--- config.mk ---
export PLATFORM = sky130hd
export DESIGN_NAME = icsf_ctrl
export DESIGN_NICKNAME = d
export VERILOG_FILES = /design/src/hdl/icsf_pkg.sv /design/src/hdl/icsf_ctrl.sv
export SDC_FILE = /design/constraint.sdc
export NUM_CORES = 1
export LEC_CHECK = 0
export BUFFER_PORTS_ARGS = -buffer_cell sky130_fd_sc_hd__buf_2
export CAP_MARGIN = 15
export CORE_AREA = 4 4 41 43
export CTS_BUF_LIST = sky130_fd_sc_hd__clkbuf_4 sky130_fd_sc_hd__clkbuf_8 sky130_fd_sc_hd__clkbuf_16
export DETAILED_ROUTE_END_ITERATION = 10
export DIE_AREA = 0 0 45 47
export PLACE_DENSITY_LB_ADDON = 0.2
export SETUP_SLACK_MARGIN = 0.5
export SLEW_MARGIN = 20
export SYNTH_ARGS = -nofsm -noshare
export SYNTH_HDL_FRONTEND = slang
export SYNTH_SLANG_ARGS = --single-unit
--- constraint.sdc ---
create_clock -name clock -period 2.1 [get_ports clock]
set_clock_uncertainty 0.05 [all_clocks]
set_input_delay 0.525 -clock clock [delete_from_list [all_inputs] [get_ports clock]]
set_output_delay 0.525 -clock clock [all_outputs]
set_load 0.01 [all_outputs]
--- src/hdl/icsf_pkg.sv ---
// ----------------------------------------------------------------------------
// icsf_pkg
// Shared constants, opcodes and controller/datapath interface types for the
// induced cycle subset finder.
// ----------------------------------------------------------------------------
package icsf_pkg;

   localparam int unsigned MAX_VERTICES_DEFAULT = 8;
   localparam int unsigned FUNC_W               = 2;
   localparam int unsigned VTX_W                = 4;
   localparam int unsigned SUBSET_W             = 8;
   localparam int unsigned MIN_CYCLE_LEN        = 3;

   localparam logic [VTX_W-1:0] VCOUNT_RESET = 4'd8;

   localparam logic REPLY_SOLVE = 1'b0;
   localparam logic REPLY_QUERY = 1'b1;

   typedef enum logic [FUNC_W-1:0] {
      FUNC_CLEAR    = 2'd0,
      FUNC_ADD_EDGE = 2'd1,
      FUNC_SOLVE    = 2'd2,
      FUNC_QUERY    = 2'd3
   } func_type;

   typedef struct packed {
      logic adj_clear;
      logic edge_add;
      logic capture;
      logic solve_start;
      logic solve_read;
      logic mask_write;
      logic query_read;
      logic query_eval;
      logic rsp_load;
   } cmd_type;

   typedef struct packed {
      logic h_last;
      logic mask_in_full;
      logic mask_last;
      logic rsp_free;
   } status_type;

endpackage

--- src/hdl/icsf_ctrl.sv ---
// ----------------------------------------------------------------------------
// icsf_ctrl
// Sequencer: accepts request beats, steps the solve sweep over all subsets
// and end vertices, runs the query lookup (read, then evaluate), hands off to the output.
// ----------------------------------------------------------------------------
module icsf_ctrl (
   input  logic                          clock,
   input  logic                          reset,
   input  logic                          req_valid,
   input  logic [icsf_pkg::FUNC_W-1:0]   req_func,
   output logic                          req_ready,
   input  icsf_pkg::status_type          status,
   output icsf_pkg::cmd_type             cmd
);
   import icsf_pkg::*;

   typedef enum logic [5:0] {
      ST_IDLE        = 6'b000001,
      ST_SOLVE_READ  = 6'b000010,
      ST_SOLVE_WRITE = 6'b000100,
      ST_QUERY_READ  = 6'b001000,
      ST_QUERY_EVAL  = 6'b010000,
      ST_FINISH      = 6'b100000
   } state_type;

   state_type state_ff, state_in;

   always_comb begin
      cmd       = '0;
      req_ready = 1'b0;
      state_in  = state_ff;
      unique case (state_ff)
         ST_IDLE: begin
            req_ready = 1'b1;
            if (req_valid) begin
               cmd.capture = 1'b1;
               unique case (func_type'(req_func))
                  FUNC_CLEAR:    cmd.adj_clear = 1'b1;
                  FUNC_ADD_EDGE: cmd.edge_add  = 1'b1;
                  FUNC_SOLVE: begin
                     cmd.solve_start = 1'b1;
                     state_in        = ST_SOLVE_READ;
                  end
                  FUNC_QUERY:    state_in = ST_QUERY_READ;
               endcase
            end
         end
         ST_SOLVE_READ: begin
            // subsets reaching past vertex_count skip the reads and store zero
            if (status.mask_in_full) begin
               cmd.solve_read = 1'b1;
               if (status.h_last) begin
                  state_in = ST_SOLVE_WRITE;
               end
            end else begin
               state_in = ST_SOLVE_WRITE;
            end
         end
         ST_SOLVE_WRITE: begin
            cmd.mask_write = 1'b1;
            state_in = status.mask_last ? ST_FINISH : ST_SOLVE_READ;
         end
         ST_QUERY_READ: begin
            cmd.query_read = 1'b1;
            state_in       = ST_QUERY_EVAL;
         end
         ST_QUERY_EVAL: begin
            cmd.query_eval = 1'b1;
            state_in       = ST_FINISH;
         end
         ST_FINISH: begin
            if (status.rsp_free) begin
               cmd.rsp_load = 1'b1;
               state_in     = ST_IDLE;
            end
         end
         default: state_in = ST_IDLE;
      endcase
   end

   always_ff @(posedge clock) begin
      if (reset) begin
         state_ff <= ST_IDLE;
      end else begin
         state_ff <= state_in;
      end
   end

   a_cmd_exclusive: assert property (@(posedge clock) disable iff (reset)
      $onehot0({cmd.solve_read, cmd.mask_write, cmd.query_read, cmd.query_eval,
                cmd.rsp_load, cmd.capture}))
      else $error("more than one sequencer command in one cycle");

   a_solve_enters_sweep: assert property (@(posedge clock) disable iff (reset)
      cmd.solve_start |=> state_ff == ST_SOLVE_READ)
      else $error("solve beat did not start the sweep");

endmodule

# [Word-level counts from Yosys, hierarchy flattened]
# Index checks and enable logic that the tools add are counted.
[word_totals] reg_bits=6 ramBits=0 mem_bits_ro=0 output_inout_bits=10 inputBits=9 latch_bits=0 n_memories=0
[op_classes] n_addsub=0 n_mul=0 order_cmp=0 div_mod_pow=0 n_bitwise=0 n_reduce_logical=2 n_eq_ne=13 shift=0 mux=20
[ops] operator="case mux 6 bit (6 select lines)" n=1
[ops] operator="two-way mux 6 bit" n=5
[ops] operator="case mux 6 bit (2 select lines)" n=1
[ops] operator="two-way mux 1 bit" n=11
[ops] operator="two-way mux 4 bit" n=2
[ops] operator="== test 6 x 1 -> 1 bit (second input constant)" n=1
[ops] operator="== test 6 x 2 -> 1 bit (second input constant)" n=1
[ops] operator="== test 6 x 3 -> 1 bit (second input constant)" n=1
[ops] operator="== test 6 x 4 -> 1 bit (second input constant)" n=1
[ops] operator="== test 6 x 5 -> 1 bit (second input constant)" n=1
[ops] operator="== test 6 bit (second input constant)" n=1
[ops] operator="== test 2 bit (second input constant)" n=2
[ops] operator="inequality test 2 bit (second input constant)" n=2
[ops] operator="AND reduction 4 bit" n=1
[ops] operator="inequality test 3 x 1 -> 1 bit (second input constant)" n=1
[ops] operator="inequality test 3 bit (second input constant)" n=1
[ops] operator="== test 2 x 1 -> 1 bit (second input constant)" n=1
[ops] operator="logical NOT 2 bit" n=1

# [Logic depth before layout (Yosys ltp)]
[logic_depth] ltp_word=4 mapped_depth=4 depth_no_buf=3

# [Least setup slack after synthesis]
# No wires, ideal clock.
[synth_path] path_type="flip-flop to output port" from="register state_ff[3]" to="output port cmd[7] (netlist bit)" path_stages_with_launch=5 slack_ns=-0.083 path_buffers=1 t_arrival_ns=1.608 t_required_ns=1.525 cell_sequence="dfxtp_1 -> buf_6 -> nor4b_1 -> nand3_1 -> nor3b_1"
[synth_lines] item="start: declaration" line_no="icsf_ctrl.sv:26" rtl="state_type state_ff, state_in;"
[synth_lines] item="start signal: assignment" line_no="icsf_ctrl.sv:85" rtl="state_ff <= state_in;"
[synth_lines] item="end: declaration" line_no="icsf_ctrl.sv:13" rtl="output icsf_pkg::cmd_type cmd"

==> report_table.html <==
<table>
<tr><th>Metric</th><th>Value</th></tr>
<tr><th colspan="2">Final layout</th></tr>
<tr><td>Area of all placed cells without fillers</td><td>756 sq um</td></tr>
<tr><td>Multi-input gate area in the final layout</td><td>398 sq um</td></tr>
<tr><td>Fraction of layout cells with a size suffix above 1</td><td>0.634</td></tr>
<tr><td>Sequential Area</td><td>138 sq um</td></tr>
<tr><td>Largest register FFs</td><td>6</td></tr>
<tr><td>Total of fill cells in the finished design</td><td>121</td></tr>
<tr><td>Layout Area Growth over Synthesis</td><td>65.0%</td></tr>
<tr><td>Register bank with the most flops</td><td>state_ff</td></tr>
<tr><td>Total number of nets in the final design</td><td>93</td></tr>
<tr><td>Antenna diodes</td><td>0</td></tr>
<tr><td>Registers with the highest flip-flop counts</td><td>state_ff: 6 flops</td></tr>
<tr><th colspan="2">Global route</th></tr>
<tr><td>First-pass GRT wire length</td><td>2.13 mm</td></tr>
<tr><td>Overall routing resource usage</td><td>0.138</td></tr>
<tr><td>Number of antenna violations at the first check in global routing</td><td>0</td></tr>
<tr><td>Largest net degree at the start of global routing</td><td>9</td></tr>
<tr><td>Overflow left after global routing</td><td>0</td></tr>
<tr><td>Vias in the first global route</td><td>513</td></tr>
<tr><th colspan="2">Critical path</th></tr>
<tr><td>Path type of the worst setup path</td><td>reg -&gt; out</td></tr>
<tr><td>Worst Path Max Fanout</td><td>5</td></tr>
<tr><td>CP Capture Type</td><td>output port</td></tr>
<tr><td>Worst reg2reg setup slack</td><td>0.31 ns</td></tr>
<tr><td>CP Data Arrival Time</td><td>1.45 ns</td></tr>
<tr><td>CP required</td><td>1.52 ns</td></tr>
<tr><td>Category of the worst setup path launch point</td><td>register</td></tr>
<tr><td>Crit path max-delay cell type</td><td>sky130_fd_sc_hd__or4_4</td></tr>
<tr><td>Worst Path Buf+Inv</td><td>1</td></tr>
<tr><td>Family of cells with the greatest summed delay on the critical path</td><td>simple AND/OR/NAND/NOR gates</td></tr>
<tr><td>Crit path cell chain</td><td>or4_4, nor3b_2, buf_2</td></tr>
<tr><td>Delay of the slowest cell on the worst path</td><td>0.55 ns</td></tr>
<tr><th colspan="2">Floorplanning</th></tr>
<tr><td>Number of placement rows</td><td>13</td></tr>
<tr><td>Horizontal die dimension</td><td>45 um</td></tr>
<tr><td>Die H</td><td>47 um</td></tr>
<tr><td>Overall die area</td><td>2120 sq um</td></tr>
<tr><td>I/O pins</td><td>19</td></tr>
<tr><td>Starting density of the core</td><td>0.352</td></tr>
<tr><td>Core ar.</td><td>1300 sq um</td></tr>
<tr><th colspan="2">Route</th></tr>
<tr><td>Pre-Repair DR Iteration Count</td><td>2</td></tr>
<tr><td>Number of DRC markers after the initial detailed-route iteration</td><td>5</td></tr>
<tr><td>Detailed-route via count</td><td>537</td></tr>
<tr><td>DRC violations left</td><td>0</td></tr>
<tr><td>Detailed-route vias per instance</td><td>5.54</td></tr>
<tr><td>Drt total wl</td><td>1.32 mm</td></tr>
<tr><td>Routed wire per std cell</td><td>13.6 um</td></tr>
<tr><td>Number of nets with antenna violations after detailed routing</td><td>0</td></tr>
<tr><th colspan="2">Timing</th></tr>
<tr><td>Headroom to the max-slew limit</td><td>0.763</td></tr>
<tr><td>Fmax</td><td>493 MHz</td></tr>
<tr><td>Worst-Margin Slew</td><td>0.354 ns</td></tr>
<tr><td>Hold violation count in the final report</td><td>0</td></tr>
<tr><td>Final hold slack</td><td>0.528 ns</td></tr>
<tr><td>Final cycle utilization of the critical path</td><td>0.966</td></tr>
<tr><td>Final-report setup violation count</td><td>0</td></tr>
<tr><td>RSZ-0062 raised after global routing</td><td>true</td></tr>
<tr><td>Final max-slew violation count</td><td>0</td></tr>
<tr><td>Post-layout min period</td><td>2.03 ns</td></tr>
<tr><td>Worst path setup slack after routing</td><td>0.0708 ns</td></tr>
<tr><td>Setup tns final</td><td>0 ns</td></tr>
<tr><th colspan="2">Placement</th></tr>
<tr><td>HPWL after DPL</td><td>913 um</td></tr>
<tr><td>Post-placement cell area</td><td>617 sq um</td></tr>
<tr><td>Dpl ws</td><td>0.287 ns</td></tr>
<tr><td>Count of buffers from port buffering</td><td>18</td></tr>
<tr><td>Routability cong.</td><td>0.779</td></tr>
<tr><th colspan="2">Worst hold path</th></tr>
<tr><td>Path class of the lowest-slack min-delay path</td><td>in -&gt; reg</td></tr>
<tr><th colspan="2">Power and ir drop</th></tr>
<tr><td>Worst vdd rail ir drop</td><td>0.000381 V</td></tr>
<tr><td>Total power density per cell area</td><td>684 nW/um^2</td></tr>
<tr><td>Leakage</td><td>0.335 nW</td></tr>
<tr><th colspan="2">Synth</th></tr>
<tr><td>Post-synthesis instance area</td><td>458 sq um</td></tr>
<tr><td>Number of register bits inferred by synthesis</td><td>6</td></tr>
<tr><td>Synthesis Warnings</td><td>0</td></tr>
<tr><td>Sequential area share after synthesis</td><td>0.262</td></tr>
<tr><td>Mean Syn Cell Area</td><td>8.33 sq um</td></tr>
<tr><td>Post-synthesis instance total</td><td>55</td></tr>
<tr><td>Post-Synthesis Net Count</td><td>64</td></tr>
<tr><td>Number of distinct standard cells referenced by the synthesized netlist</td><td>32</td></tr>
<tr><th colspan="2">Clock tree</th></tr>
<tr><td>Clock tree from TritonCTS</td><td>built</td></tr>
<tr><td>CTS clock-pin slew for the worst setup and hold paths</td><td>0.05 ns</td></tr>
<tr><td>CTS Hold Buffers Added</td><td>0</td></tr>
<tr><td>CTS root buf</td><td>sky130_fd_sc_hd__clkbuf_4</td></tr>
<tr><td>Clock latency of the later-clocked register in the worst-skew pair</td><td>0.25 ns</td></tr>
<tr><td>Number of buffers created by CTS</td><td>3</td></tr>
<tr><td>Sinks on Clock Net</td><td>6</td></tr>
<tr><td>Clock H-tree levels</td><td>1</td></tr>
<tr><td>Clock Tree Buf Depth</td><td>2</td></tr>
<tr><th colspan="2">Run</th></tr>
<tr><td>Max-cap violation count</td><td>0</td></tr>
<tr><th colspan="2">Run status</th></tr>
<tr><td>Status</td><td>finished clean</td></tr>
</table>
-- power breakdown --
| part | internal (W) | switching [W] |
|---|---|---|
| sequential | 0.000125 | 0.0000264 |
| combinational | 0.000151 | 0.000107 |
| clock | 0.0000647 | 0.0000425 |
-- per-stage QoR --
stage	total power, W	instances	utilization
after floorplan	0.000273	55	-
after global placement	0.000334	88	0.474
after detailed placement	0.000335	88	0.474
after CTS	0.000486	96	0.551
after global routing	0.000548	97	0.581
final	0.000517	97	0.581
-- what timing repair did --
item	in CTS	in global routing
setup buffers	5	1
pin swaps	6	2
gates resized for setup	12	7
endpoints found under the setup margin	11	13
-- path summary, 6_finish.rpt --
path	startpoint	end	depth (start not counted)
worst max-delay path	state_ff[3]	cmd[3]	3
worst min register to register	state_ff[2]	state_ff[3]	3
worst min-delay path	status[1]	state_ff[5]	3
worst max register to register	state_ff[3]	state_ff[1]	3
-- layout make-up --
class,instances,area share
multi-input cells,44,0.526
repair buffers,27,0.227
flip-flops and latches,6,0.182
clock buffers,3,0.0298
well taps,15,0.0248
inverters,2,0.00993
-- Yosys cell counts --
| library cell | count | area share |
|---|---|---|
| sky130_fd_sc_hd__nand2b_1 | 1 | 0.014 |
| sky130_fd_sc_hd__dfxtp_1 | 6 | 0.26 |
| sky130_fd_sc_hd__a211o_1 | 1 | 0.019 |
| sky130_fd_sc_hd__and4b_1 | 1 | 0.022 |
| sky130_fd_sc_hd__or3b_2 | 1 | 0.019 |
| sky130_fd_sc_hd__inv_1 | 2 | 0.016 |
| sky130_fd_sc_hd__a311oi_2 | 1 | 0.033 |
| sky130_fd_sc_hd__nand3b_1 | 1 | 0.016 |
| sky130_fd_sc_hd__nor4_1 | 4 | 0.055 |
| sky130_fd_sc_hd__xor2_1 | 1 | 0.019 |
| sky130_fd_sc_hd__and3b_1 | 1 | 0.019 |
| sky130_fd_sc_hd__nand3_1 | 2 | 0.022 |
| sky130_fd_sc_hd__nand2_1 | 3 | 0.025 |
| sky130_fd_sc_hd__nor4b_1 | 3 | 0.057 |
| sky130_fd_sc_hd__a31o_2 | 1 | 0.019 |
| sky130_fd_sc_hd__a2bb2oi_1 | 1 | 0.019 |
| sky130_fd_sc_hd__nand4b_1 | 1 | 0.019 |
| sky130_fd_sc_hd__nand4_1 | 1 | 0.014 |
| sky130_fd_sc_hd__clkbuf_1 | 2 | 0.016 |
| sky130_fd_sc_hd__nor3_1 | 1 | 0.011 |
| sky130_fd_sc_hd__nor2_1 | 5 | 0.041 |
| sky130_fd_sc_hd__or4b_1 | 1 | 0.022 |
| sky130_fd_sc_hd__nor3b_1 | 4 | 0.066 |
| sky130_fd_sc_hd__buf_6 | 1 | 0.025 |
| sky130_fd_sc_hd__or3_1 | 1 | 0.014 |
| sky130_fd_sc_hd__nor4bb_1 | 1 | 0.022 |
| sky130_fd_sc_hd__or4_4 | 1 | 0.025 |
| sky130_fd_sc_hd__or4_1 | 1 | 0.016 |
| sky130_fd_sc_hd__a31oi_1 | 1 | 0.014 |
| sky130_fd_sc_hd__a21o_1 | 1 | 0.016 |
| sky130_fd_sc_hd__a211oi_1 | 1 | 0.016 |
| sky130_fd_sc_hd__and2_1 | 2 | 0.027 |
-- metal layers --
layer,vias to the layer above,share of wire,GRT usage
met3,2,0.074,0.0153
met5,-,0,0
li1,271,-,-
met2,20,0.49,0.263
met4,0,0.015,0.0702
met1,244,0.42,0.148
-- kinds of logic (layout without fill, tap and decap cells) --
group	count (synthesis)	after routing	share of synthesized area
AOI/OAI and AO/OA	7	7	0.137
xor gates and xnor gates	1	1	0.0191
buffers and inverters	5	32	0.0574
and+or+nand+nor	36	36	0.525
DFF	6	6	0.262
-- placed cells by master (no fill, tap or decap), types with 2 or more instances in the layout --
cell type and n:
sky130_fd_sc_hd__buf_2 17, sky130_fd_sc_hd__buf_4 7, sky130_fd_sc_hd__buf_6 3, sky130_fd_sc_hd__clkbuf_4 3
sky130_fd_sc_hd__dfxtp_2 2, sky130_fd_sc_hd__dfxtp_4 4, sky130_fd_sc_hd__inv_1 2, sky130_fd_sc_hd__nand2_1 3
sky130_fd_sc_hd__nor2_1 3, sky130_fd_sc_hd__nor3b_2 3, sky130_fd_sc_hd__nor4_1 2, sky130_fd_sc_hd__nor4b_1 2
sky130_fd_sc_hd__or4_4 2
-- worst reg2reg max path, stage by stage, from the launching register on --
cell,delay (ns)
sky130_fd_sc_hd__dfxtp_4,0.36
sky130_fd_sc_hd__or4_4,0.55
sky130_fd_sc_hd__or4b_1,0.54
sky130_fd_sc_hd__a311oi_2,0.20
Note: power is estimated with default switching activity, not from simulation.
